[src/rtl/pee_pkg.sv]
// Shared types and constants for the prefix expression evaluator.
// No dependencies; the files that use it refer to this package by scoped names.
package pee_pkg;

   // Token kinds.
   localparam logic [2:0] FUNC_ADD = 3'd0;
   localparam logic [2:0] FUNC_SUB = 3'd1;
   localparam logic [2:0] FUNC_MUL = 3'd2;
   localparam logic [2:0] FUNC_DIV = 3'd3;
   localparam logic [2:0] FUNC_INT = 3'd4;
   localparam logic [2:0] FUNC_END = 3'd5;

   // Operator codes as kept in a stack entry.
   localparam logic [1:0] OP_ADD = 2'd0;
   localparam logic [1:0] OP_SUB = 2'd1;
   localparam logic [1:0] OP_MUL = 2'd2;
   localparam logic [1:0] OP_DIV = 2'd3;

   // Result status codes.
   localparam logic [2:0] ST_OK         = 3'd0;
   localparam logic [2:0] ST_DIVZERO    = 3'd1;
   localparam logic [2:0] ST_OVERFLOW   = 3'd2;
   localparam logic [2:0] ST_INCOMPLETE = 3'd3;
   localparam logic [2:0] ST_INVALID    = 3'd4;

   typedef struct packed {
      logic [2:0]  func;
      logic [30:0] literal;
   } req_type;

   typedef struct packed {
      logic signed [31:0] value;
      logic [2:0]         status;
   } rsp_type;

   // One pending operator on the stack.
   typedef struct packed {
      logic [1:0]  op;
      logic        has_left;
      logic [31:0] left;
   } entry_type;

   // Commands from the controller to the datapath.
   typedef struct packed {
      logic       load_token;
      logic       push;
      logic       set_left;
      logic       pop;
      logic       pop_div;
      logic       div_start;
      logic       clear;
      logic       emit;
      logic [2:0] status;
   } cmd_type;

   // Status from the datapath to the controller.
   typedef struct packed {
      logic [2:0] func;
      logic       level_zero;
      logic       level_one;
      logic       level_full;
      logic       top_has_left;
      logic       top_is_div;
      logic       divisor_zero;
      logic       div_done;
      logic       out_free;
   } sts_type;

endpackage

[src/rtl/pee_ram.sv]
// Generic single-write, single-read RAM with a registered read port.
// No dependencies.
module pee_ram #(
   parameter int WIDTH = 8,
   parameter int DEPTH = 16
) (
   input  logic                     clock,
   input  logic                     wr_en,
   input  logic [$clog2(DEPTH)-1:0] wr_addr,
   input  logic [WIDTH-1:0]         wr_data,
   input  logic [$clog2(DEPTH)-1:0] rd_addr,
   output logic [WIDTH-1:0]         rd_data
);

   logic [WIDTH-1:0] mem_ff [DEPTH];
   logic [WIDTH-1:0] rd_data_ff;

   always_ff @(posedge clock) begin
      if (wr_en) begin
         mem_ff[wr_addr] <= wr_data;
      end
      rd_data_ff <= mem_ff[rd_addr];
   end

   assign rd_data = rd_data_ff;

endmodule

[src/rtl/pee_divider.sv]
// Signed 32-bit divider, truncating toward zero, one quotient bit per cycle.
// No package dependencies.
module pee_divider (
   input  logic        clock,
   input  logic        reset,
   input  logic        start,
   input  logic [31:0] dividend,
   input  logic [31:0] divisor,
   output logic        done,
   output logic [31:0] quotient
);

   localparam int STEPS = 32;
   localparam int CNT_W = $clog2(STEPS);

   logic             busy_ff, busy_in;
   logic             done_ff, done_in;
   logic [CNT_W-1:0] cnt_ff, cnt_in;
   logic [31:0]      rem_ff, rem_in;
   logic [31:0]      quo_ff, quo_in;
   logic [31:0]      den_ff, den_in;
   logic             neg_ff, neg_in;

   logic [32:0] trial;
   logic [32:0] diff;
   logic        fits;

   assign trial = {rem_ff, quo_ff[31]};
   assign diff  = trial - {1'b0, den_ff};
   assign fits  = !diff[32];

   always_comb begin
      busy_in = busy_ff;
      done_in = 1'b0;
      cnt_in  = cnt_ff;
      rem_in  = rem_ff;
      quo_in  = quo_ff;
      den_in  = den_ff;
      neg_in  = neg_ff;
      if (start) begin
         busy_in = 1'b1;
         cnt_in  = '0;
         rem_in  = '0;
         quo_in  = dividend[31] ? (32'd0 - dividend) : dividend;
         den_in  = divisor[31] ? (32'd0 - divisor) : divisor;
         neg_in  = dividend[31] ^ divisor[31];
      end else if (busy_ff) begin
         // Shift the next dividend bit into the remainder; subtract if it fits.
         rem_in = fits ? diff[31:0] : trial[31:0];
         quo_in = {quo_ff[30:0], fits};
         cnt_in = cnt_ff + 1'b1;
         if (cnt_ff == CNT_W'(STEPS - 1)) begin
            busy_in = 1'b0;
            done_in = 1'b1;
         end
      end
   end

   always_ff @(posedge clock) begin
      if (reset) begin
         busy_ff <= 1'b0;
         done_ff <= 1'b0;
      end else begin
         busy_ff <= busy_in;
         done_ff <= done_in;
      end
      cnt_ff <= cnt_in;
      rem_ff <= rem_in;
      quo_ff <= quo_in;
      den_ff <= den_in;
      neg_ff <= neg_in;
   end

   assign done     = done_ff;
   assign quotient = neg_ff ? (32'd0 - quo_ff) : quo_ff;

endmodule

[src/rtl/pee_datapath.sv]
// Datapath: operator stack in RAM, stack level, current value, ALU,
// divider and the result register. Uses pee_pkg, pee_ram, pee_divider.
module pee_datapath #(
   parameter int STACK_DEPTH = 16
) (
   input  logic              clock,
   input  logic              reset,
   input  pee_pkg::req_type  req_data,
   output pee_pkg::rsp_type  rsp_data,
   output logic              rsp_valid,
   input  logic              rsp_stall,
   input  pee_pkg::cmd_type  cmd,
   output pee_pkg::sts_type  sts
);

   localparam int LVL_W  = $clog2(STACK_DEPTH + 1);
   localparam int ADDR_W = $clog2(STACK_DEPTH);
   localparam int ENT_W  = $bits(pee_pkg::entry_type);

   logic [LVL_W-1:0]  level_ff, level_in;
   logic [31:0]       val_ff, val_in;
   logic [2:0]        func_ff, func_in;
   pee_pkg::rsp_type  rsp_ff, rsp_in;
   logic              rsp_valid_ff, rsp_valid_in;

   logic [LVL_W-1:0]   level_m1;
   logic [ADDR_W-1:0]  top_addr;
   logic               wr_en;
   logic [ADDR_W-1:0]  wr_addr;
   pee_pkg::entry_type wr_entry;
   logic [ENT_W-1:0]   rd_bits;
   pee_pkg::entry_type top;
   logic [31:0]        alu;
   logic [31:0]        product;
   logic               div_done;
   logic [31:0]        div_q;

   assign level_m1 = level_ff - 1'b1;
   assign top_addr = level_m1[ADDR_W-1:0];

   // The read port always follows the top entry; its data is registered, so it lags the level.
   always_comb begin
      wr_en    = cmd.push || cmd.set_left;
      wr_addr  = top_addr;
      wr_entry = '0;
      if (cmd.push) begin
         wr_addr     = level_ff[ADDR_W-1:0];
         wr_entry.op = func_ff[1:0];
      end else begin
         wr_entry.op       = top.op;
         wr_entry.has_left = 1'b1;
         wr_entry.left     = val_ff;
      end
   end

   pee_ram #(
      .WIDTH(ENT_W),
      .DEPTH(STACK_DEPTH)
   ) u_stack (
      .clock   (clock),
      .wr_en   (wr_en),
      .wr_addr (wr_addr),
      .wr_data (wr_entry),
      .rd_addr (top_addr),
      .rd_data (rd_bits)
   );

   assign top = pee_pkg::entry_type'(rd_bits);

   pee_divider u_divider (
      .clock    (clock),
      .reset    (reset),
      .start    (cmd.div_start),
      .dividend (top.left),
      .divisor  (val_ff),
      .done     (div_done),
      .quotient (div_q)
   );

   assign product = top.left * val_ff;

   always_comb begin
      case (top.op)
         pee_pkg::OP_ADD: alu = top.left + val_ff;
         pee_pkg::OP_SUB: alu = top.left - val_ff;
         pee_pkg::OP_MUL: alu = product;
         default:         alu = div_q;
      endcase
   end

   always_comb begin
      level_in     = level_ff;
      val_in       = val_ff;
      func_in      = func_ff;
      rsp_in       = rsp_ff;
      rsp_valid_in = rsp_valid_ff;
      if (rsp_valid_ff && !rsp_stall) begin
         rsp_valid_in = 1'b0;
      end
      if (cmd.load_token) begin
         func_in = req_data.func;
         val_in  = {1'b0, req_data.literal};
      end
      if (cmd.clear) begin
         level_in = '0;
      end else if (cmd.push) begin
         level_in = level_ff + 1'b1;
      end else if (cmd.pop) begin
         level_in = level_m1;
         val_in   = cmd.pop_div ? div_q : alu;
      end
      if (cmd.emit) begin
         rsp_in.status = cmd.status;
         rsp_in.value  = (cmd.status == pee_pkg::ST_OK) ? $signed(val_ff) : 32'sd0;
         rsp_valid_in  = 1'b1;
      end
   end

   always_ff @(posedge clock) begin
      if (reset) begin
         level_ff     <= '0;
         rsp_valid_ff <= 1'b0;
      end else begin
         level_ff     <= level_in;
         rsp_valid_ff <= rsp_valid_in;
      end
      val_ff  <= val_in;
      func_ff <= func_in;
      rsp_ff  <= rsp_in;
   end

   assign rsp_data  = rsp_ff;
   assign rsp_valid = rsp_valid_ff;

   assign sts.func         = func_ff;
   assign sts.level_zero   = (level_ff == '0);
   assign sts.level_one    = (level_ff == LVL_W'(1));
   assign sts.level_full   = (level_ff == LVL_W'(STACK_DEPTH));
   assign sts.top_has_left = top.has_left;
   assign sts.top_is_div   = (top.op == pee_pkg::OP_DIV);
   assign sts.divisor_zero = (val_ff == 32'd0);
   assign sts.div_done     = div_done;
   assign sts.out_free     = !rsp_valid_ff || !rsp_stall;

endmodule

[src/rtl/pee_ctrl.sv]
// Controller state machine: token decode, pop chain sequencing, errors
// and result hand-off. Uses pee_pkg.
module pee_ctrl (
   input  logic             clock,
   input  logic             reset,
   input  logic             req_valid,
   output logic             req_stall,
   input  pee_pkg::sts_type sts,
   output pee_pkg::cmd_type cmd
);

   typedef enum logic [5:0] {
      S_IDLE   = 6'b000001,
      S_DECODE = 6'b000010,
      S_EVAL   = 6'b000100,
      S_DIV    = 6'b001000,
      S_FETCH  = 6'b010000,
      S_EMIT   = 6'b100000
   } state_type;

   state_type  state_ff, state_in;
   logic [2:0] status_ff, status_in;

   assign req_stall = (state_ff != S_IDLE);

   always_comb begin
      state_in   = state_ff;
      status_in  = status_ff;
      cmd        = '0;
      cmd.status = status_ff;
      unique case (state_ff)
         S_IDLE: begin
            if (req_valid) begin
               cmd.load_token = 1'b1;
               state_in       = S_DECODE;
            end
         end
         S_DECODE: begin
            unique case (sts.func) inside
               pee_pkg::FUNC_ADD, pee_pkg::FUNC_SUB,
               pee_pkg::FUNC_MUL, pee_pkg::FUNC_DIV: begin
                  if (sts.level_full) begin
                     cmd.clear = 1'b1;
                     status_in = pee_pkg::ST_OVERFLOW;
                     state_in  = S_EMIT;
                  end else begin
                     cmd.push = 1'b1;
                     state_in = S_IDLE;
                  end
               end
               pee_pkg::FUNC_END: begin
                  if (!sts.level_zero) begin
                     cmd.clear = 1'b1;
                     status_in = pee_pkg::ST_INCOMPLETE;
                     state_in  = S_EMIT;
                  end else begin
                     state_in = S_IDLE;
                  end
               end
               pee_pkg::FUNC_INT: begin
                  if (sts.level_zero) begin
                     status_in = pee_pkg::ST_OK;
                     state_in  = S_EMIT;
                  end else begin
                     state_in = S_EVAL;
                  end
               end
               default: begin
                  cmd.clear = 1'b1;
                  status_in = pee_pkg::ST_INVALID;
                  state_in  = S_EMIT;
               end
            endcase
         end
         S_EVAL: begin
            if (!sts.top_has_left) begin
               cmd.set_left = 1'b1;
               state_in     = S_IDLE;
            end else if (sts.top_is_div) begin
               if (sts.divisor_zero) begin
                  cmd.clear = 1'b1;
                  status_in = pee_pkg::ST_DIVZERO;
                  state_in  = S_EMIT;
               end else begin
                  cmd.div_start = 1'b1;
                  state_in      = S_DIV;
               end
            end else begin
               cmd.pop   = 1'b1;
               status_in = pee_pkg::ST_OK;
               state_in  = sts.level_one ? S_EMIT : S_FETCH;
            end
         end
         S_DIV: begin
            if (sts.div_done) begin
               cmd.pop     = 1'b1;
               cmd.pop_div = 1'b1;
               status_in   = pee_pkg::ST_OK;
               state_in    = sts.level_one ? S_EMIT : S_FETCH;
            end
         end
         S_FETCH: begin
            // The stack read port is registered; this state waits for it to show the new top entry.
            state_in = S_EVAL;
         end
         S_EMIT: begin
            if (sts.out_free) begin
               cmd.emit = 1'b1;
               state_in = S_IDLE;
            end
         end
         default: begin
            state_in = S_IDLE;
         end
      endcase
   end

   always_ff @(posedge clock) begin
      if (reset) begin
         state_ff <= S_IDLE;
      end else begin
         state_ff <= state_in;
      end
      status_ff <= status_in;
   end

endmodule

[src/rtl/prefix_expression_evaluator.sv]
// Channel   Direction  Payload             Handshake
// req       in         pee_pkg::req_type   req_valid / req_stall
// rsp       out        pee_pkg::rsp_type   rsp_valid / rsp_stall
//
// One token at a time; an operator or end token passes through decode, a literal
// through decode, then one evaluate step per stack entry it reaches and a fetch step
// between evaluations. A division waits on the divider; a result passes through emit.
// Reset empties the stack; stack entries are written on push before any read.
// A result waits in the output register while stalled; tokens that produce no
// result keep flowing, and a token that does waits until the register frees.
// Top level of the prefix expression evaluator; uses pee_pkg, pee_ctrl and
// pee_datapath.
module prefix_expression_evaluator #(
   parameter int STACK_DEPTH = 16
) (
   input  logic             clock,
   input  logic             reset,
   input  logic             req_valid,
   output logic             req_stall,
   input  pee_pkg::req_type req_data,
   output logic             rsp_valid,
   input  logic             rsp_stall,
   output pee_pkg::rsp_type rsp_data
);

   pee_pkg::cmd_type cmd;
   pee_pkg::sts_type sts;

   pee_ctrl u_ctrl (
      .clock     (clock),
      .reset     (reset),
      .req_valid (req_valid),
      .req_stall (req_stall),
      .sts       (sts),
      .cmd       (cmd)
   );

   pee_datapath #(
      .STACK_DEPTH(STACK_DEPTH)
   ) u_datapath (
      .clock     (clock),
      .reset     (reset),
      .req_data  (req_data),
      .rsp_data  (rsp_data),
      .rsp_valid (rsp_valid),
      .rsp_stall (rsp_stall),
      .cmd       (cmd),
      .sts       (sts)
   );

endmodule

[config.mk]
export PLATFORM = sky130hd
export DESIGN_NAME = prefix_expression_evaluator
export DESIGN_NICKNAME = d
export VERILOG_FILES = /design/src/rtl/pee_pkg.sv /design/src/rtl/pee_ram.sv /design/src/rtl/pee_divider.sv /design/src/rtl/pee_datapath.sv /design/src/rtl/pee_ctrl.sv /design/src/rtl/prefix_expression_evaluator.sv
export SDC_FILE = /design/constraint.sdc
export NUM_CORES = 2
export LEC_CHECK = 0
export ABC_CLOCK_PERIOD_IN_PS = 9000
export BUFFER_PORTS_ARGS = -buffer_cell sky130_fd_sc_hd__buf_2
export CORE_MARGIN = 2
export CORE_UTILIZATION = 45
export CTS_CLUSTER_SIZE = 30
export DETAILED_ROUTE_END_ITERATION = 10
export PLACE_DENSITY = 0.58
export SETUP_SLACK_MARGIN = 0.5
export SLEW_MARGIN = 10
export SYNTH_ARGS = -nofsm -noshare
export SYNTH_HDL_FRONTEND = slang
export SYNTH_SLANG_ARGS = --single-unit
export TNS_END_PERCENT = 100
[constraint.sdc]
create_clock -name clock -period 9 [get_ports clock]
set_input_delay 1.8 -clock clock [delete_from_list [all_inputs] [get_ports clock]]
set_output_delay 1.8 -clock clock [all_outputs]
set_load 0.01 [all_outputs]
==> key figures <==
Timing
  – Setup repair after global routing missed its margin: no
  – Worst Skew: 51.81 ps
  – Final hold viol count: 0
  – Endpoints failing setup: 0
  – Fmax achieved: 126.7 MHz
  – Sum Neg Setup Slack: 0 ps
  – Period utilisation layout: 87.66%
  – Pins over their slew limit: 0
  – Worst-margin pin slew: 1349 ps
  – Headroom to the max-slew limit: 9.920%
  – Fin crit period: 7890 ps

Logic synthesis
  – Ys async rst share: 0%
  – Mapped Nets: 4,936
  – Post-synthesis cell type count: 82
  – Synth top area cells: edfxtp_1 (39%), fa_1 (16%), mux4_2 (7.6%), ha_1 (4.8%), dfxtp_1 (4.6%)
  – Area leader, netlist: edfxtp_1
  – Post-Syn Area: 51,580 um^2
  – Cells after Synth: 4,291
  – Synth top cells by count: edfxtp_1 (666), inv_1 (444), nand2_1 (441), fa_1 (410), and2_1 (377)
  – Synth top area share: 38.77%
  – Post-synth EDFFs: 666
  – Synth Register Bits: 784
  – Ys flop type: edfxtp_1
  – Syn_area_per_cell: 12.02 um^2
  – Synth warnings: 0
  – Seq/Total Area, Yosys: 43.35%
  – Most common cell in the netlist: edfxtp_1

CTS
  – TritonCTS buffer count: 84
  – Clk slew on worst S/H paths: 60 ps
  – H-tree depth: 3
  – Post-CTS Resized: 0
  – Worst skew pair latency: 690 ps
  – Total clock sinks: 784
  – Clk root buf: clkbuf_16
  – # Post-CTS Setup Buffers: 0
  – Hold Buf Count CTS: 0
  – Clock Tree Buf Depth: 3
  – TritonCTS clock tree: built

Floorplanning
  – Die X: 342.6 um
  – Core area: 114,000 um^2
  – Row count: 124
  – Chip Height: 342.6 um
  – Die ar.: 117,300 um^2
  – Initial Util: 45.23%
  – Io pins: 75

Detailed routing
  – Vias per cell: 5.719
  – WL per Instance: 24.72 um
  – DRT Wirelength: 145.8 mm
  – Initial DRT Pass Iterations: 6
  – Via count: 33,711
  – Drc violations: 0
  – DR iter-0 viols: 3,260
  – Antenna Nets Post-Route: 0

Setup path
  – Crit path buf inv count: 3
  – WP data required: 9550 ps
  – Crit path kind: reg -> reg
  – Crit path largest cell delay: 820 ps
  – Slowest-stage cell, CP: dfxtp_1
  – Largest delay share family, worst path: adder cells
  – Crit. End Element: register
  – Largest fanout on the critical path: 15
  – CP most frequent cell: fa_1
  – Cells along the critical path: buf_4, and2_1, fa_1, fa_1, ha_1, inv_1, fa_1, inv_1, ha_1, ha_1, fa_1, fa_1, ha_1, a21oi_1, o21ai_0, a21oi_1, o21ai_0, a311oi_1, o211ai_1, a2111oi_0, o32ai_1, o21a_1
  – CP startpoint kind: register
  – Crit path DAT: 8440 ps

Final layout
  – Nets: 4,952
  – Area grow syn2layout: 9.747%
  – Fraction of layout cells with a size suffix above 1: 12.06%

Placement
  – GPL Wtd Cong: 0.9657
  – Hpwl dp: 98.44 mm
  – I/O Buffers: 74

Global route
  – Pin count of the biggest net entering global routing: 124
  – GRT Overall Usage: 25.28%
  – Vias in the first global route: 34,290
  – Total grt overflow: 0
  – Global-route wire length before repair: 220.5 mm
  – Initial antenna violation count: 7

Min path
  – Tightest Hold Check Type: reg -> reg

Flow run
  – MaxCap Viol Count: 0

Outcome
  – Status: completed
[placed cells by master (no fill, tap or decap), drive strengths merged, types with 13 or more instances in the layout]
master and count:
o211ai 13, nand2b 22, nand3 29, edfxtp 666, o21a 28, and2 377
o21ai 121, mux2i 18, a21oi 164, or3 33, inv 450, nor2b 17
nor2 160, or4 14, clkinv 42, nand2 442, o22ai 19, a21o 36
xor2 115, buf 181, nor3 31, ha 197, a31oi 31, mux4 175
dfxtp 118, o31ai 39, clkbuf 105, fa 410, xnor2 145, a211oi 15
[kinds of logic (layout without fill, tap and decap cells)]
| logic type | after synthesis | in the layout | synth area share, % |
|---|---|---|---|
| flip-flops | 784 | 784 | 43.35 |
| buffers and inverters | 699 | 785 | 5.152 |
| adder cells (fa/ha/maj) | 607 | 607 | 20.69 |
| XOR/XNOR | 260 | 260 | 4.415 |
| AO/OA/AOI/OAI | 559 | 559 | 6.838 |
| other | 0 | 6 | 0 |
| multiplexers | 194 | 194 | 8.012 |
| AND/OR/NAND/NOR | 1188 | 1188 | 11.54 |
[path summary, 6_finish.rpt]
kind                                                     from                endpoint  slack [ps]  cells past startpoint
worst min-delay path                      u_ctrl.status_ff[0]  u_datapath.rsp_data[0]         480                      0
worst max-delay path            u_datapath.u_stack.rd_data[3]   u_datapath.val_ff[30]        1110                     22
worst max register to register  u_datapath.u_stack.rd_data[3]   u_datapath.val_ff[30]        1110                     22
worst min register to register            u_ctrl.status_ff[0]  u_datapath.rsp_data[0]         480                      0
[stage by stage]
step	setup WS, ps	hold WS (ps)	instances	utilization, %	area [um^2]
3_5_place_dp	1018	472.9	5733	47.25	53890
3_3_place_gp	1157	475.1	5733	47.25	53890
2_1_floorplan	2027	427.4	4291	-	51580
4_1_cts	934.4	484.8	5889	49.63	56590
6_report	1110	480.9	5895	49.64	56610
5_1_grt	596.7	492.6	5889	49.63	56590
[cell type report]
cell class | instances | area (um^2)
fillers | 10122 | 57430
flip-flops and latches | 784 | 22370
clock inverters | 51 | 474.2
repair buffers | 181 | 1199
multi-input cells | 2808 | 26740
well taps | 1512 | 1892
clock buffers | 105 | 2231
diodes | 6 | 15.01
inverters | 448 | 1684
[per-layer routing]
metal | up-vias | share of wire, % | GRT usage (%)
li1 | 14806 | - | -
met1 | 17424 | 42 | 35.63
met2 | 1229 | 47 | 40.65
met3 | 250 | 7.3 | 3.779
met4 | 2 | 3.1 | 7.657
met5 | - | 0.0089 | 0
[worst register-to-register path, cell delays in order (launching register included)]
cell       delay, ps
dfxtp_1          820
buf_4            400
and2_1           200
fa_1             460
fa_1             480
ha_1             300
inv_1             50
fa_1             480
inv_1             40
ha_1             260
ha_1             290
fa_1             510
fa_1             420
ha_1             340
a21oi_1          200
o21ai_0          200
a21oi_1          170
o21ai_0          220
a311oi_1         770
o211ai_1         340
a2111oi_0        490
o32ai_1          130
o21a_1           220
[flip-flops by register name, summed over array words and instances (netlist names)]
signal,flops
u_datapath.val_ff,32
u_ctrl.status_ff,3
u_datapath.u_divider.quo_ff,32
u_datapath.func_ff,3
u_datapath.u_divider.rem_ff,32
u_datapath.u_divider.done,1
u_datapath.u_divider.cnt_ff,5
u_datapath.u_stack.rd_data,35
u_datapath.rsp_valid,1
u_datapath.u_divider.den_ff,32
u_datapath.u_divider.busy_ff,1
u_datapath.rsp_data,35
u_datapath.level_ff,5
u_datapath.u_stack.mem_ff,560
u_datapath.u_divider.neg_ff,1
u_ctrl.state_ff,6
Power is left out: the tool's default activity adds up to more than one toggle a clock period on the data nets, which glitch-free logic cannot reach.
